<file path="src/design/msca_pkg.sv">
`timescale 1ns / 1ps
// ----------------------------------------------------------------------------
// msca_pkg
// Shared constants, calibration tables and types of the calibrate/average unit.
// ----------------------------------------------------------------------------
package msca_pkg;

    localparam int unsigned SENSORS   = 3;
    localparam int unsigned POINTS    = 6;
    localparam int unsigned STD_COUNT = 8;
    localparam int unsigned DIV_BITS  = 16;
    // stage A, product stage, one stage per quotient bit, output stage
    localparam int unsigned LANE_LAT  = DIV_BITS + 3;
    localparam int unsigned TOTAL_LAT = LANE_LAT + 3;

    localparam logic [15:0] ERR_LOW  = 16'd0;
    localparam logic [15:0] ERR_HIGH = 16'hFFFF;

    // floor(x / 3) == (x * RECIP3) >> RECIP_SHIFT for every x below 2**23
    localparam logic [21:0] RECIP3      = 22'd2796203;
    localparam int unsigned RECIP_SHIFT = 23;

    localparam logic [2:0] ALERT_NONE   = 3'd0;
    localparam logic [2:0] ALERT_WARMUP = 3'd1;
    localparam logic [2:0] ALERT_FAULT  = 3'd2;
    localparam logic [2:0] ALERT_DARK   = 3'd3;
    localparam logic [2:0] ALERT_BRIGHT = 3'd4;

    localparam logic [1:0] REG_DARK   = 2'd0;
    localparam logic [1:0] REG_BRIGHT = 2'd1;
    localparam logic [1:0] REG_WARMUP = 2'd2;

    // raw points and true values per sensor; true values rise along each table
    localparam logic [15:0] CAL_X [SENSORS][POINTS] = '{
        '{16'd2557, 16'd2930, 16'd3181, 16'd3384, 16'd3649, 16'd4986},
        '{16'd2547, 16'd2914, 16'd3176, 16'd3367, 16'd3628, 16'd5010},
        '{16'd2619, 16'd2919, 16'd3193, 16'd3388, 16'd3658, 16'd4954}
    };
    localparam logic [15:0] CAL_Y [SENSORS][POINTS] = '{
        '{16'd2132, 16'd2719, 16'd3073, 16'd3384, 16'd3875, 16'd5345},
        '{16'd2132, 16'd2719, 16'd3073, 16'd3384, 16'd3875, 16'd5345},
        '{16'd2158, 16'd2719, 16'd3073, 16'd3384, 16'd3875, 16'd5345}
    };

    localparam logic [12:0] STD_TEMP [STD_COUNT] = '{
        13'd2700, 13'd3000, 13'd3500, 13'd4000,
        13'd5000, 13'd5500, 13'd6000, 13'd6500
    };

    typedef struct packed {
        logic [31:0]        rem;
        logic [15:0]        q;
        logic [15:0]        den;
        logic signed [17:0] base;
        logic [15:0]        raw;
        logic [15:0]        lux;
    } div_stage_t;

    typedef struct packed {
        logic        good;
        logic [15:0] corr;
        logic [15:0] lux;
    } lane_out_t;

    typedef struct packed {
        logic [15:0] dark;
        logic [15:0] bright;
    } limits_t;

endpackage

</file>
<file path="src/design/msca_lane.sv">
`timescale 1ns / 1ps
// ----------------------------------------------------------------------------
// msca_lane
// One sensor: segment select, product and pipelined restoring divider.
// ----------------------------------------------------------------------------
module msca_lane
    import msca_pkg::*;
#(
    parameter int unsigned LANE = 0
)
(
    input  logic        clk,
    input  logic [15:0] raw,
    input  logic [15:0] lux,
    output lane_out_t   res
);

    logic signed [17:0] base_next;
    logic [15:0]        diff_next;
    logic [15:0]        dy_next;
    logic [15:0]        den_next;
    logic               found;

    logic signed [17:0] sa_base_reg;
    logic [15:0]        sa_diff_reg;
    logic [15:0]        sa_dy_reg;
    logic [15:0]        sa_den_reg;
    logic [15:0]        sa_raw_reg;
    logic [15:0]        sa_lux_reg;

    div_stage_t         pipe_reg [DIV_BITS+1];
    lane_out_t          res_reg;

    logic signed [18:0] sum_v;
    lane_out_t          res_next;

    // pick the segment; ends take the flat offset of the end point
    always_comb
    begin
        base_next = $signed({2'b00, raw});
        diff_next = '0;
        dy_next   = '0;
        den_next  = 16'd1;
        found     = 1'b0;
        if (raw <= CAL_X[LANE][0])
        begin
            base_next = $signed({2'b00, raw}) + $signed({2'b00, CAL_Y[LANE][0]})
                      - $signed({2'b00, CAL_X[LANE][0]});
        end
        else if (raw >= CAL_X[LANE][POINTS-1])
        begin
            base_next = $signed({2'b00, raw}) + $signed({2'b00, CAL_Y[LANE][POINTS-1]})
                      - $signed({2'b00, CAL_X[LANE][POINTS-1]});
        end
        else
        begin
            for (int i = 0; i < POINTS - 1; i++)
            begin
                if (!found && raw >= CAL_X[LANE][i] && raw <= CAL_X[LANE][i+1])
                begin
                    found     = 1'b1;
                    base_next = $signed({2'b00, CAL_Y[LANE][i]});
                    if (CAL_X[LANE][i+1] != CAL_X[LANE][i])
                    begin
                        diff_next = raw - CAL_X[LANE][i];
                        dy_next   = CAL_Y[LANE][i+1] - CAL_Y[LANE][i];
                        den_next  = CAL_X[LANE][i+1] - CAL_X[LANE][i];
                    end
                end
            end
        end
    end

    always_ff @(posedge clk)
    begin
        sa_base_reg <= base_next;
        sa_diff_reg <= diff_next;
        sa_dy_reg   <= dy_next;
        sa_den_reg  <= den_next;
        sa_raw_reg  <= raw;
        sa_lux_reg  <= lux;
        pipe_reg[0] <= '{rem: sa_diff_reg * sa_dy_reg, q: '0, den: sa_den_reg,
                         base: sa_base_reg, raw: sa_raw_reg, lux: sa_lux_reg};
    end

    // one quotient bit per stage, most significant first
    for (genvar g = 0; g < DIV_BITS; g++)
    begin : g_div
        localparam int unsigned B = DIV_BITS - 1 - g;
        logic [31:0] dshift;
        div_stage_t  stage_next;

        always_comb
        begin
            dshift     = 32'(pipe_reg[g].den) << B;
            stage_next = pipe_reg[g];
            if (pipe_reg[g].rem >= dshift)
            begin
                stage_next.rem  = pipe_reg[g].rem - dshift;
                stage_next.q[B] = 1'b1;
            end
        end

        always_ff @(posedge clk)
        begin
            pipe_reg[g+1] <= stage_next;
        end
    end

    always_comb
    begin
        sum_v         = 19'(pipe_reg[DIV_BITS].base) + $signed({3'b000, pipe_reg[DIV_BITS].q});
        res_next.lux  = pipe_reg[DIV_BITS].lux;
        res_next.good = pipe_reg[DIV_BITS].raw != ERR_LOW
                     && pipe_reg[DIV_BITS].raw != ERR_HIGH;
        if (!res_next.good)
            res_next.corr = pipe_reg[DIV_BITS].raw;
        else if (sum_v < 0)
            res_next.corr = '0;
        else if (sum_v > 19'sd65535)
            res_next.corr = 16'hFFFF;
        else
            res_next.corr = sum_v[15:0];
    end

    always_ff @(posedge clk)
    begin
        res_reg <= res_next;
    end

    assign res = res_reg;

endmodule

</file>
<file path="config.mk">
export PLATFORM = sky130hd
export DESIGN_NAME = msca_lane
export DESIGN_NICKNAME = d
export VERILOG_FILES = /design/src/design/msca_pkg.sv /design/src/design/msca_lane.sv
export SDC_FILE = /design/constraint.sdc
export NUM_CORES = 2
export LEC_CHECK = 0
export BUFFER_PORTS_ARGS = -buffer_cell sky130_fd_sc_hd__buf_4
export CORE_UTILIZATION = 30
export CTS_BUF_LIST = sky130_fd_sc_hd__clkbuf_16
export DETAILED_ROUTE_END_ITERATION = 8
export PLACE_DENSITY_LB_ADDON = 0.08
export SLEW_MARGIN = 20
export SYNTH_ARGS = -nofsm -noshare
export SYNTH_HDL_FRONTEND = slang
export SYNTH_SLANG_ARGS = --single-unit
</file>
<file path="constraint.sdc">
create_clock -name clk -period 11.02 [get_ports clk]
set_clock_uncertainty 0.2 [all_clocks]
set_input_delay 0.551 -clock clk [delete_from_list [all_inputs] [get_ports clk]]
set_output_delay 0.551 -clock clk [all_outputs]
set_load 0.03 [all_outputs]
</file>
**Word level (Yosys, flattened, before mapping)**

Memories as Yosys holds them, arrays and structs flattened.
Cells that the tools add are included.

- Bits in registers: 131
- RAM bits: 1938
- Input bits: 33
- Output and inout bits: 33
- Logic and storage cells: 159
- Memories: 1

- Add/subtract/negate cells: 26
- $mul: 1
- $lt $le $gt $ge: 30
- Equality and inequality tests: 1
- Multiplexer cells: 68
- Reductions and logical operators: 19

Memory list:

| name | words | bits a word | rd ports | clocked after memory_dff | wr ports | RTL line | source |
|---|---|---|---|---|---|---|---|
| pipe_reg | 17 | 114 | 17 | 0 | 17 | msca_lane.sv:31 | `div_stage_t pipe_reg [DIV_BITS+1];` |

Operators by type and width:

| cell | count |
|---|---|
| two-way mux 32 bit | 15 |
| two-way mux 16 bit | 10 |
| two-way mux 18 bit | 5 |
| greater-or-equal comparator 16 x 12 -> 1 bit (second input constant) | 5 |
| less-or-equal comparator 16 x 12 -> 1 bit (second input constant) | 5 |
| subtractor 16 x 12 -> 16 bit (second input constant) | 5 |
| two-way mux 11 bit | 6 |
| two-way mux 33 bit | 1 |
| greater-or-equal comparator 32 x 16 -> 1 bit | 1 |
| greater-or-equal comparator 32 x 17 -> 1 bit | 1 |
| greater-or-equal comparator 32 x 18 -> 1 bit | 1 |
| greater-or-equal comparator 32 x 19 -> 1 bit | 1 |
| greater-or-equal comparator 32 x 20 -> 1 bit | 1 |
| greater-or-equal comparator 32 x 21 -> 1 bit | 1 |
| greater-or-equal comparator 32 x 22 -> 1 bit | 1 |
| greater-or-equal comparator 32 x 23 -> 1 bit | 1 |
| greater-or-equal comparator 32 x 24 -> 1 bit | 1 |
| greater-or-equal comparator 32 x 25 -> 1 bit | 1 |
| greater-or-equal comparator 32 x 26 -> 1 bit | 1 |
| greater-or-equal comparator 32 x 27 -> 1 bit | 1 |
| greater-or-equal comparator 32 x 28 -> 1 bit | 1 |
| greater-or-equal comparator 32 x 29 -> 1 bit | 1 |
| greater-or-equal comparator 32 x 30 -> 1 bit | 1 |
| greater-or-equal comparator 32 x 31 -> 1 bit | 1 |
| 37 further kinds | 77 |

**Longest topological paths before layout**

- Depth after elaboration: 29
- Depth in mapped cells: 23
- Gate-level depth less buffers: 22

**Least setup slack after synthesis**

Ideal clock, no wire load.

- Path type: reg2reg
- Start: register sa_dy_reg[4]
- End: memory pipe_reg[0][109] (netlist bit)
- Setup time: 0.118 ns
- Data arrival time: 5.819 ns
- Required time: 10.702 ns
- Slack: 4.883 ns
- Stages on the path, launching flop included: 22
- Path buffers: 1
- Clock period less this slack: 6.137 ns
- Path through: dfxtp_1 -> clkbuf_1 -> nand2_1 -> inv_1 -> fa_1 -> inv_1 -> fa_1 -> inv_1 -> fa_1 -> fa_1 -> fa_1 -> inv_1 -> fa_1 -> inv_1 -> ha_1 -> nand3_1 -> o211ai_1 -> a2111oi_0 -> nor3_1 -> a211o_1 -> o22a_1 -> xor2_1

RTL lines:

| element | RTL line | source |
|---|---|---|
| from (decl) | msca_lane.sv:26 | `logic [15:0] sa_dy_reg;` |
| from (signal assigned) | msca_lane.sv:78 | `sa_dy_reg <= dy_next;` |
| to (decl) | msca_lane.sv:31 |  |

==> metrics <==
status finished with violations; failing checks DRC; Fmax 145 MHz; switching share of power 28.8%; DR vias 32.9k; simple-gate share of the synthesized area 10.2%; Worst setup SP type register; post-synth cell types 90; met3 usage 2.33%; Cell Area, Synth 56800 µm²; global-route wire length before repair 184 mm; Rows 159; Area Overhead vs Synth 17.1%; DRT Pass-1 Iters 7; Post-DRT Antenna Nets 0; Post-synth ARST share 0%; CTS Root Cell clkbuf_16; cell taking the most area after synthesis dfxtp_1; n_diodes 0; Comb power frac 19.3%; delay-heaviest family, CP adder cells; filler cell count 18.6k; Critical Path End Type register; clock share of power 34.8%; Worst Path Arrival 7380 ps; CTS tree built; Final Cycle Share 62.5%; die height 437 µm; Least-Margin Pin Slew 1070 ps; Die Width 437 µm; cell internal pwr 12100 µW; clk sink count 1718; Yosys Warn Count 0; post-synth top area share 60.5%; FF+latch area 34400 µm²; commonest non-fill, non-tap cells in the layout 1718 x dfxtp_1, 439 x inv_1, 280 x ha_1, 271 x nand2_1, 245 x nor2_1; Required @ worst endpoint 11510 ps; worst-skew pair later-pin latency 810 ps; final core utilization 35.4%; Residual DRC 9; Pins Over Slew Limit 0; layout cells sized above 1 7.58%; WP buf/inv 5; GRT met2 Usage 20.0%; Hold Path Class register to register; Place WS 4120 ps; routed len/inst 14.2 µm; combinational family with the most area after synthesis adder cells; Global Route met1 Usage 14.6%; worst-path fanout max 17; layer with the highest usage met2; DRT iter0 DRCs 1261; dpl hpwl 80.4 mm; Psw 4890 µW; global route total overflow 0; initial antenna violation count 1; Setup WS post-layout 4130 ps; max cap viols 0; area share of xor/xnor cells in the synthesized design 5.41%; total wire length 110 mm; post-synthesis sequential area ratio 60.5%; Worst VDD drop 0.160 mV; Lkg Pwr 0.0277 µW; Fin Setup TNS 0 ps; RSZ-0062 raised after global routing false; Total GRT Usage 11.8%; Final nets 5579; TritonCTS buffer count 182; final setup fails 0; final RePlAce weighted congestion 0.831; Synth Area in Compound Gates 8.89%; Slew HR 28.4%; Synth Instances 4915; IO Port Bufs 65; most frequent CP cell fa_1; crit-path max cell delay 800 ps; Synth Register Bits 1718; die outline area 191000 µm²; largest net degree at the start of global routing 30; crit path cell chain and2_1 -> inv_1 -> fa_1 -> fa_1 -> fa_1 -> inv_1 -> fa_1 -> fa_1 -> inv_1 -> fa_1 -> inv_1 -> ha_1 -> a21oi_1 -> o211ai_1 -> a2111oi_0 -> buf_4 -> nor3_1 -> a211o_1 -> o22a_1 -> xor2_1; kind of critical path register to register; fin crit period 6890 ps; sequential share of power 46.0%; area of the multi-input gates 20600 µm²; vias in the first global route 34.6k; # IOs 66; pwr dens 255 nW/µm²; Core ar. 188000 µm²; number of enable flip-flop cells after synthesis 0; Longest Clk Path Bufs 3; # Post-CTS Setup Buffers 0; largest cells by area after synthesis dfxtp_1 61%, ha_1 6.2%, fa_1 5.0%; proportion of synthesized area in mux cells 0.566%; commonest non-fill, non-tap cell in the layout dfxtp_1; Top FF cell, synth dfxtp_1; final hold violation count 0; Synth Area in Adders 11.1%; clock-pin slew on the worst setup and hold paths 60 ps; initial core utilization 30.2%; htree depth 4; Worst path slowest cell dfxtp_1; max reg flops 1607; Via density 4.24; Avg Cell Area, Syn 11.6 µm²
[cells in the mapped netlist, types with 12 or more instances]
master / count
nand3_1: 69
inv_1: 403
o21ai_0: 178
nor4b_1: 12
o31ai_1: 22
xnor2_1: 192
o211ai_1: 19
nand3b_1: 21
o21bai_1: 20
a21o_1: 88
fa_1: 141
nor2_1: 246
nand4_1: 30
or2_2: 21
o21a_1: 24
a211oi_1: 43
nand2_1: 271
nand2b_1: 20
nor4_1: 69
or4_1: 42
clkbuf_1: 77
a21oi_1: 193
nor2b_1: 17
dfxtp_1: 1718
mux2_2: 23
and3_1: 21
ha_1: 280
or3_1: 49
nand4b_1: 13
and2_1: 93
nor3_1: 100
a2111oi_0: 18
xor2_1: 159
a211o_1: 12
a31oi_1: 19
[logic make-up (layout without fill, tap and decap cells)]
group | after synthesis | in the layout
xor gates and xnor gates | 351 | 351
adders and majority gates | 421 | 421
and+or+nand+nor | 1127 | 1127
buffers and inverters | 496 | 845
other | 1 | 3
AOI/OAI and AO/OA | 772 | 772
muxes | 29 | 29
DFF | 1718 | 1718
[metrics by stage]
| step | std cells | power [µW] | instance area, µm² | hold slack [ps] |
|---|---|---|---|---|
| floorplan | 4917 | 10300 | 56800 | 110 |
| detailed placement | 7404 | 11200 | 60300 | 112 |
| CTS | 7761 | 17300 | 66600 | 80.3 |
| finish | 7761 | 17000 | 66600 | 102 |
| global route | 7761 | 18100 | 66600 | 101 |
| global placement | 7404 | 11200 | 60300 | 110 |
[area by class of cell]
class	instances	area share [%]
Inverter	407	2.30
Sequential cell	1718	51.7
Timing Repair Buffer	113	1.39
Multi-Input combinational cell	2703	31.0
Clock inverter	142	2.07
Tap cell	2495	4.69
Clock buffer	183	6.88
[per-layer routing]
metal  vias to the layer above  wire [µm]
met5                         -          0
met4                         0       3720
met3                       242       3670
met2                       464      52100
met1                     15100      51000
li1                      17000          -
[final timing paths]
| check | startpoint | endpoint | slack (ps) | cells past startpoint |
|---|---|---|---|---|
| hold reg to reg | pipe_reg[0][41]$_DFF_P_ | pipe_reg[0][155]$_DFF_P_ | 100 | 0 |
| hold / removal | pipe_reg[0][41]$_DFF_P_ | pipe_reg[0][155]$_DFF_P_ | 100 | 0 |
| setup / recovery | sa_dy_reg[8]$_SDFF_PP0_ | pipe_reg[0][109]$_DFF_P_ | 4130 | 20 |
| setup reg to reg | sa_dy_reg[8]$_SDFF_PP0_ | pipe_reg[0][109]$_DFF_P_ | 4130 | 20 |
[timing repair]
item / in CTS / in global routing
endpoints found under the hold margin: 46 / 0
setup endpoints to repair: 0 / 0
resized for setup: 0 / 0
hold buffers: 32 / 0
[power by group through the flow]
| stage | combinational (µW) | sequential [µW] | clock, µW |
|---|---|---|---|
| finish | 3270 | 7800 | 5910 |
| global route | 3700 | 7930 | 6440 |
| CTS | 3310 | 7820 | 6170 |
| detailed placement | 3290 | 7960 | 0 |
| global placement | 3290 | 7950 | 0 |
| floorplan | 2510 | 7770 | 0 |
No activity file was read; power rests on OpenSTA's default activity.
