[src/design/msca_pkg.sv]
`timescale 1ns / 1ps
// ----------------------------------------------------------------------------
// msca_pkg
// Shared constants, calibration tables and types of the calibrate/average unit.
// ----------------------------------------------------------------------------
package msca_pkg;

    localparam int unsigned SENSORS   = 3;
    localparam int unsigned POINTS    = 6;
    localparam int unsigned STD_COUNT = 8;
    localparam int unsigned DIV_BITS  = 16;
    // stage A, product stage, one stage per quotient bit, output stage
    localparam int unsigned LANE_LAT  = DIV_BITS + 3;
    localparam int unsigned TOTAL_LAT = LANE_LAT + 3;

    localparam logic [15:0] ERR_LOW  = 16'd0;
    localparam logic [15:0] ERR_HIGH = 16'hFFFF;

    // floor(x / 3) == (x * RECIP3) >> RECIP_SHIFT for every x below 2**23
    localparam logic [21:0] RECIP3      = 22'd2796203;
    localparam int unsigned RECIP_SHIFT = 23;

    localparam logic [2:0] ALERT_NONE   = 3'd0;
    localparam logic [2:0] ALERT_WARMUP = 3'd1;
    localparam logic [2:0] ALERT_FAULT  = 3'd2;
    localparam logic [2:0] ALERT_DARK   = 3'd3;
    localparam logic [2:0] ALERT_BRIGHT = 3'd4;

    localparam logic [1:0] REG_DARK   = 2'd0;
    localparam logic [1:0] REG_BRIGHT = 2'd1;
    localparam logic [1:0] REG_WARMUP = 2'd2;

    // raw points and true values per sensor; true values rise along each table
    localparam logic [15:0] CAL_X [SENSORS][POINTS] = '{
        '{16'd2557, 16'd2930, 16'd3181, 16'd3384, 16'd3649, 16'd4986},
        '{16'd2547, 16'd2914, 16'd3176, 16'd3367, 16'd3628, 16'd5010},
        '{16'd2619, 16'd2919, 16'd3193, 16'd3388, 16'd3658, 16'd4954}
    };
    localparam logic [15:0] CAL_Y [SENSORS][POINTS] = '{
        '{16'd2132, 16'd2719, 16'd3073, 16'd3384, 16'd3875, 16'd5345},
        '{16'd2132, 16'd2719, 16'd3073, 16'd3384, 16'd3875, 16'd5345},
        '{16'd2158, 16'd2719, 16'd3073, 16'd3384, 16'd3875, 16'd5345}
    };

    localparam logic [12:0] STD_TEMP [STD_COUNT] = '{
        13'd2700, 13'd3000, 13'd3500, 13'd4000,
        13'd5000, 13'd5500, 13'd6000, 13'd6500
    };

    typedef struct packed {
        logic [31:0]        rem;
        logic [15:0]        q;
        logic [15:0]        den;
        logic signed [17:0] base;
        logic [15:0]        raw;
        logic [15:0]        lux;
    } div_stage_t;

    typedef struct packed {
        logic        good;
        logic [15:0] corr;
        logic [15:0] lux;
    } lane_out_t;

    typedef struct packed {
        logic [15:0] dark;
        logic [15:0] bright;
    } limits_t;

endpackage

[src/design/msca_merge.sv]
`timescale 1ns / 1ps
// ----------------------------------------------------------------------------
// msca_merge
// Sums, means, nearest standard and alert over the lane results.
// ----------------------------------------------------------------------------
module msca_merge
    import msca_pkg::*;
(
    input  logic        clk,
    input  logic        rst_n,
    input  logic        in_vld,
    input  logic        in_warm,
    input  lane_out_t   lanes [SENSORS],
    input  limits_t     limits,
    output logic        out_vld,
    output logic [15:0] out_corr [SENSORS],
    output logic [1:0]  out_count,
    output logic [19:0] out_lux,
    output logic [15:0] out_temp,
    output logic [12:0] out_std,
    output logic [2:0]  out_alert
);

    // stage 1
    logic        m1_vld_reg;
    logic        m1_warm_reg, m1_dark_reg, m1_bright_reg;
    logic [1:0]  m1_cnt_reg;
    logic [20:0] m1_lux_reg;
    logic [17:0] m1_temp_reg;
    logic [15:0] m1_corr_reg [SENSORS];
    logic [1:0]  cnt_next;
    logic [20:0] lux_next;
    logic [17:0] temp_next;
    logic        dark_next, bright_next;

    // stage 2
    logic        m2_vld_reg;
    logic        m2_warm_reg, m2_dark_reg, m2_bright_reg;
    logic [1:0]  m2_cnt_reg;
    logic [19:0] m2_lux_reg;
    logic [15:0] m2_temp_reg;
    logic [15:0] m2_corr_reg [SENSORS];
    logic [19:0] mlux_next;
    logic [15:0] mtemp_next;
    logic [43:0] plux, ptemp;

    // stage 3
    logic        vld_reg;
    logic [1:0]  cnt_reg;
    logic [19:0] lux_reg;
    logic [15:0] temp_reg;
    logic [12:0] std_reg;
    logic [2:0]  alert_reg;
    logic [15:0] corr_reg [SENSORS];
    logic [12:0] std_next;
    logic [15:0] best_d, d;
    logic [2:0]  alert_next;

    always_comb
    begin
        cnt_next    = '0;
        lux_next    = '0;
        temp_next   = '0;
        dark_next   = 1'b0;
        bright_next = 1'b0;
        for (int i = 0; i < SENSORS; i++)
        begin
            if (lanes[i].good)
            begin
                cnt_next    = cnt_next + 2'd1;
                lux_next    = lux_next + (21'(lanes[i].lux) << 3) + (21'(lanes[i].lux) << 1);
                temp_next   = temp_next + 18'(lanes[i].corr);
                dark_next   = dark_next | (lanes[i].lux < limits.dark);
                bright_next = bright_next | (lanes[i].lux > limits.bright);
            end
        end
    end

    always_ff @(posedge clk or negedge rst_n)
    begin
        if (!rst_n)
        begin
            m1_vld_reg <= 1'b0;
            m2_vld_reg <= 1'b0;
            vld_reg    <= 1'b0;
        end
        else
        begin
            m1_vld_reg <= in_vld;
            m2_vld_reg <= m1_vld_reg;
            vld_reg    <= m2_vld_reg;
        end
    end

    always_ff @(posedge clk)
    begin
        m1_warm_reg   <= in_warm;
        m1_dark_reg   <= dark_next;
        m1_bright_reg <= bright_next;
        m1_cnt_reg    <= cnt_next;
        m1_lux_reg    <= lux_next;
        m1_temp_reg   <= temp_next;
        for (int i = 0; i < SENSORS; i++)
            m1_corr_reg[i] <= lanes[i].corr;
    end

    // divide by the count: as is for one, a shift for two, reciprocal multiply for three; zero for none
    assign plux  = 44'(m1_lux_reg) * 44'(RECIP3);
    assign ptemp = 44'(m1_temp_reg) * 44'(RECIP3);

    always_comb
    begin
        unique case (m1_cnt_reg)
            2'd0:
            begin
                mlux_next  = '0;
                mtemp_next = '0;
            end
            2'd1:
            begin
                mlux_next  = m1_lux_reg[19:0];
                mtemp_next = m1_temp_reg[15:0];
            end
            2'd2:
            begin
                mlux_next  = m1_lux_reg[20:1];
                mtemp_next = m1_temp_reg[16:1];
            end
            default:
            begin
                mlux_next  = plux[RECIP_SHIFT +: 20];
                mtemp_next = ptemp[RECIP_SHIFT +: 16];
            end
        endcase
    end

    always_ff @(posedge clk)
    begin
        m2_warm_reg   <= m1_warm_reg;
        m2_dark_reg   <= m1_dark_reg;
        m2_bright_reg <= m1_bright_reg;
        m2_cnt_reg    <= m1_cnt_reg;
        m2_lux_reg    <= mlux_next;
        m2_temp_reg   <= mtemp_next;
        m2_corr_reg   <= m1_corr_reg;
    end

    // strict compare keeps the lower standard on a tie
    always_comb
    begin
        std_next = STD_TEMP[0];
        best_d   = (m2_temp_reg > 16'(STD_TEMP[0])) ? m2_temp_reg - 16'(STD_TEMP[0])
                                                    : 16'(STD_TEMP[0]) - m2_temp_reg;
        d        = '0;
        for (int i = 1; i < STD_COUNT; i++)
        begin
            d = (m2_temp_reg > 16'(STD_TEMP[i])) ? m2_temp_reg - 16'(STD_TEMP[i])
                                                 : 16'(STD_TEMP[i]) - m2_temp_reg;
            if (d < best_d)
            begin
                best_d   = d;
                std_next = STD_TEMP[i];
            end
        end
        if (m2_temp_reg == ERR_LOW || m2_temp_reg == ERR_HIGH)
            std_next = '0;

        priority if (m2_warm_reg)
            alert_next = ALERT_WARMUP;
        else if (m2_cnt_reg == 2'd0 || m2_temp_reg == '0)
            alert_next = ALERT_FAULT;
        else if (m2_dark_reg)
            alert_next = ALERT_DARK;
        else if (m2_bright_reg)
            alert_next = ALERT_BRIGHT;
        else
            alert_next = ALERT_NONE;
    end

    always_ff @(posedge clk)
    begin
        cnt_reg   <= m2_cnt_reg;
        lux_reg   <= m2_lux_reg;
        temp_reg  <= m2_temp_reg;
        std_reg   <= std_next;
        alert_reg <= alert_next;
        corr_reg  <= m2_corr_reg;
    end

    assign out_vld   = vld_reg;
    assign out_corr  = corr_reg;
    assign out_count = cnt_reg;
    assign out_lux   = lux_reg;
    assign out_temp  = temp_reg;
    assign out_std   = std_reg;
    assign out_alert = alert_reg;

endmodule

[config.mk]
export PLATFORM = sky130hd
export DESIGN_NAME = msca_merge
export DESIGN_NICKNAME = d
export VERILOG_FILES = /design/src/design/msca_pkg.sv /design/src/design/msca_merge.sv
export SDC_FILE = /design/constraint.sdc
export NUM_CORES = 2
export LEC_CHECK = 0
export ABC_AREA = 1
export BUFFER_PORTS_ARGS = -buffer_cell sky130_fd_sc_hd__buf_2
export CORE_MARGIN = 2
export CORE_UTILIZATION = 41
export CTS_BUF_LIST = sky130_fd_sc_hd__clkbuf_2
export CTS_CLUSTER_SIZE = 10
export DETAILED_ROUTE_END_ITERATION = 16
export GPL_ROUTABILITY_DRIVEN = 1
export RECOVER_POWER = 100
export SYNTH_ARGS = -nofsm -noshare
export SYNTH_HDL_FRONTEND = slang
export SYNTH_SLANG_ARGS = --single-unit
[constraint.sdc]
create_clock -name clk -period 14.69 [get_ports clk]
set_input_delay 0.7345 -clock clk [delete_from_list [all_inputs] [get_ports clk]]
set_output_delay 0.7345 -clock clk [all_outputs]
set_load 0.05 [all_outputs]
* Word level (Yosys, flattened, before mapping) *
Cells that the tools add are included.

cells by class
  add/subtract/negate cells = 25
  multipliers = 2
  div/mod/pow operators = 0
  $lt $le $gt $ge = 21
  equal/unequal tests = 3
  shifts and indexed selects = 0
  mux-type cells = 41
  bitwise logic cells = 4
  reduce and logical (&&, ||, !) cells = 10

operators with widths
  cell                                                                                number
  16-bit 2-to-1 mux                                                                   15
  16-bit less-than comparator                                                         10
  13-bit 2-to-1 mux                                                                   6
  16-bit by 12-bit greater-than comparator with 1-bit output (second input constant)  4
  16-bit by 13-bit greater-than comparator with 1-bit output (second input constant)  4
  12-bit by 16-bit subtractor with 16-bit output (first input constant)               4
  13-bit by 16-bit subtractor with 16-bit output (first input constant)               4
  16-bit by 12-bit subtractor with 16-bit output (second input constant)              4
  16-bit by 13-bit subtractor with 16-bit output (second input constant)              4
  21-bit 2-to-1 mux                                                                   3
  20-bit one-hot mux with 3 select lines                                              1
  16-bit greater-than comparator                                                      3
  16-bit one-hot mux with 3 select lines                                              1
  21-bit by 22-bit multiplier with 43-bit output (second input constant)              1
  21-bit by 17-bit adder with 21-bit output                                           2
  21-bit by 19-bit adder with 21-bit output                                           2
  18-bit by 22-bit multiplier with 39-bit output (second input constant)              1
  19-bit by 17-bit adder with 20-bit output                                           1
  17-bit by 16-bit adder with 18-bit output                                           1
  18-bit 2-to-1 mux                                                                   1
  16-bit by 16-bit adder with 17-bit output                                           1
  17-bit 2-to-1 mux                                                                   1
  16-bit == test (second input constant)                                              1
  16-bit zero test                                                                    1
  15 further kinds                                                                    30

storage, ports and cells
  flip-flop bits (word level) = 286
  bits in latches = 0
  bits in writable memories = 0
  ROM bits = 0
  input port bits = 135
  output and inout bits = 103
  memories = 0

* Depth between registers and ports, before layout *
  word-level depth = 16
  gate-level depth with buffers = 97
  gate-level depth less buffers = 88

* Least setup slack after synthesis *
OpenSTA, ideal clock, no wires.

  path type = reg-to-reg
  from = reg m2_temp_reg[4]
  to = reg std_reg[3], in the netlist out_std[3]
  library setup time = 0.122 ns
  data arrival time = 12.394 ns
  data required time = 14.568 ns
  setup slack = 2.175 ns
  stages on the path, launching flop included = 79
  buffers on the path = 11
  cell sequence = dfxtp_1 clkbuf_1 inv_1 ha_1 nand2_1 nand3_1 nand3_1 nand2_2 nand2_2 buf_6 inv_1 o32ai_1 a21oi_1 xor2_1 ha_1 a21oi_1 o21ai_0 nand3_1 [43 not listed] o21ai_0 ha_1 a21oi_1 nor2_1 a211oi_1 o221a_2 nand2_4 clkbuf_1 nand2_1 o21ai_0 ha_1 a21oi_1 nor2_1 a211oi_1 o221a_2 nand2_4 nand2_4 nor2_2

between the ends
  cells in the longest elaborated chain, start to end = 16

ends and longest elaborated chain
  what                                                                    RTL line                              text
  from (decl)                                                             msca_merge.sv:41                      logic [15:0] m2_temp_reg;
  from (signal assigned)                                                  msca_merge.sv:144                     m2_temp_reg <= mtemp_next;
  12-bit by 16-bit subtractor with 16-bit output (tied with other cells)  msca_merge.sv:158                     : 16'(STD_TEMP[i]) - m2_temp_reg;
  16-bit 2-to-1 mux (on tied branches)                                    msca_merge.sv:157, msca_merge.sv:152
  16-bit less-than comparator                                             msca_merge.sv:159                     if (d < best_d)
  16-bit 2-to-1 mux                                                       msca_merge.sv:159
  16-bit less-than comparator                                             msca_merge.sv:159
  16-bit 2-to-1 mux                                                       msca_merge.sv:159
  16-bit less-than comparator                                             msca_merge.sv:159
  16-bit 2-to-1 mux                                                       msca_merge.sv:159
  16-bit less-than comparator                                             msca_merge.sv:159
  16-bit 2-to-1 mux                                                       msca_merge.sv:159
  16-bit less-than comparator                                             msca_merge.sv:159
  16-bit 2-to-1 mux                                                       msca_merge.sv:159
  16-bit less-than comparator                                             msca_merge.sv:159
  16-bit 2-to-1 mux                                                       msca_merge.sv:159
  16-bit less-than comparator                                             msca_merge.sv:159
  3-bit OR reduction (no source line)                                     --
  to (signal assigned)                                                    msca_merge.sv:185                     std_reg <= std_next;
  to (decl)                                                               msca_merge.sv:52                      logic [12:0] std_reg;

Several ways; a longest one is shown, not always the timed one.
A chain may end at the register's enable or synchronous reset.

* Worst setup path after layout *
  from = reg m2_temp_reg[10]
  to = reg std_reg[3], in the netlist out_std[3]

Same word-level chain as after synthesis.

==> out/metrics.csv <==
stage,metric,value,unit
clock_tree,numCtsBuffers,79,
cells_and_area,final_common_cell,inv_1,
status,status,"complete, but fails checks",
synth,synth-seq-cells,283,
cells_and_area,drive_gt1_share,7.123,%
clock_tree,post-cts-setup-buffers,0,
critical_path,cp_slowest_stage_delay,0.86,ns
timing,finalMaxSlewViolations,45,
clock_tree,root_buffer,clkbuf_2,
synth,ys_seq_area_share,18.13,%
placed_design,globalplace.congestion,1.061,
min_path,whs_path_depth,0,
synth,mappedNetlistArea,31330,um^2
detailed_routing,wl,94210,um
critical_path,crit_required,15.61,ns
min_path,hp-class,register to register,
timing,period_needed,13.40,ns
timing,hold_viol,0,
global_route,track_usage,24.32,%
min_path,min_from,m2_cnt_reg[0],
timing,fmax,74.61,MHz
timing,worst_pin_slew,2.013,ns
global_route,grt_pass1_wl,149200,um
critical_path,worst-setup-path-type,register to register,
clock_tree,clk_pin_slew,0.13,ns
critical_path,crit_top_cell,a21oi_1,
min_path,holdPathEnd,out_count[0],
timing,skew,0.1592,ns
floorplan,core_region_area,75820,um^2
floorplan,fp.dieW,280.4,um
timing,fin_crit_sh,91.24,%
floorplan,dieArea,78640,um^2
timing,rsz0062_at_grt,no,
placed_design,io_buffers,235,
clock_tree,htreeDepth,3,
floorplan,io_pins,238,
detailed_routing,drc,0,
synth,syn_avg_cell_area,7.862,um^2
floorplan,row_count,101,
cells_and_area,n_fill_cell,7791,
timing,holdWs,0.1967,ns
placed_design,dpl_cell_area,33520,um^2
synth,synth_area_leaders,"ha_1 23%, dfxtp_1 18%, fa_1 16%, inv_1 9.3%, nand2_1 7.4%",
floorplan,fp.dieH,280.4,um
critical_path,path_buf_inv,7,
synth,synthFlopType,dfxtp_1,
timing,maxSlewHeadroom,-34.17,%
clock_tree,cts_tree,built,
synth,syn_inst,3985,
cells_and_area,final_util,45.68,%
global_route,overflow,0,
cells_and_area,syn2layout_area_growth,10.55,%
floorplan,initial_core_util,41.32,%
critical_path,end_kind,register,
global_route,antenna_found_initial,4,
global_route,grt_pass1_vias,27430,
clock_tree,cts_buffer_depth,3,
job,maxCapViolCount,1,
timing,setup_viol,0,
critical_path,path_max_fanout,33,
critical_path,crit_path_start_kind,register,
clock_tree,cts_sinks,283,
synth,synth_top_cell_by_area,ha_1,
detailed_routing,detail_route.wl_per_cell,17.67,um
synth,yosysTopAreaCellShare,23.20,%
cells_and_area,num-nets-final,5253,
critical_path,critPathTopFamily,compound AO/OA/AOI/OAI gates,
placed_design,hpwl,78890,um
timing,setup_tns,0,ns
critical_path,r2r_slack,1.29,ns
cells_and_area,stdcell_area,34640,um^2
status,violations,"capacitance limit, slew limit",
detailed_routing,via_per_inst,5.078,
clock_tree,clkLatencyLatePin,1.14,ns
critical_path,r2r_start,m2_temp_reg[10],
critical_path,crit_slowest_cell,dfxtp_1,
detailed_routing,ant_nets,0,
synth,synth_edf_count,0,
synth,yosysUniqueCellTypes,56,
global_route,grt_start_max_net_pins,45,
detailed_routing,firstDrtPassIters,5,
detailed_routing,vias,27080,
critical_path,worst-r2r-cell-count,69,
critical_path,rr_endpoint,out_std[3],
detailed_routing,first_iter_violations,1700,
synth,synth-async-reset-ratio,1.060,%
synth,yosysWarningCount,0,
critical_path,cp.arrival,14.33,ns
cells_and_area,final_cell_mix,"776 x inv_1, 622 x nand2_1, 581 x ha_1",
## area by class of cell
type                       instances  area [um^2]  share of cell area, %
antenna                            3        7.507                0.02167
clock buffer                     103        515.5                  1.488
clock inverter                    38        274.0                 0.7911
inverter                         803         3018                  8.713
multi-input combinational       2813        22240                  64.20
sequential                       283         5683                  16.41
tap                              978         1224                  3.533
timing repair buffer             312         1678                  4.844
## stage by stage
step	instances	worst slack [ns]
6_report	5333	1.288
5_1_grt	5332	0.03353
4_1_cts	5330	1.324
3_5_place_dp	5136	1.495
3_3_place_gp	5136	1.526
2_1_floorplan	3986	2.175
## worst max-delay path by stage
stage,endpoint,startpoint,cells after the start
CTS,out_std[3],m2_temp_reg[5],68
global placement,out_std[3],m2_temp_reg[5],64
detailed placement,out_std[3],m2_temp_reg[5],70
floorplan,out_std[3],m2_temp_reg[4],78
global route,out_std[10],m2_temp_reg[10],70
finish,out_std[3],m2_temp_reg[10],69
## cells in the mapped netlist, drive strengths merged, types with 8 or more instances
cell and count:
inv 798, nand2 652, ha 581, o21ai 335, dfxtp 280, nor2 261
fa 245, a21oi 225, nand3 135, xor2 115, clkbuf 57, o221ai 42
nor3 34, buf 30, nand4 25, a211oi 21, o31ai 18, a31oi 15
xnor2 15, o211ai 13, o22ai 12, or2 8
## cells by family (layout without fill, tap and decap cells)
family / count (synthesis) / count (layout) / share of synthesized area (%)
mux: 5 / 5 / 0.1597
other cells: 1 / 5 / 0.01197
flops: 283 / 283 / 18.13
compound gates: 724 / 724 / 13.09
simple gates: 1126 / 1126 / 15.20
xor+xnor: 130 / 130 / 3.634
fa+ha+maj: 826 / 826 / 38.86
buf+inv: 890 / 1256 / 10.92
## what timing repair did
action | in CTS | in global routing
endpoints found under the hold margin | 57 | 0
hold buffers | 53 | 0
setup endpoints to repair | 0 | 10
resized for setup | 0 | 2
## metal layers
| layer | vias up | part of all wire, % | global-route usage (%) |
|---|---|---|---|
| met5 | - | 0 | 0 |
| met4 | 0 | 3.6 | 8.734 |
| met3 | 192 | 5.5 | 3.606 |
| met2 | 804 | 47 | 41.99 |
| met1 | 12500 | 44 | 30.73 |
| li1 | 13580 | - | - |
Power is not shown: default switching activity piles up to over one toggle a cycle in this logic, so the estimate is an artifact.
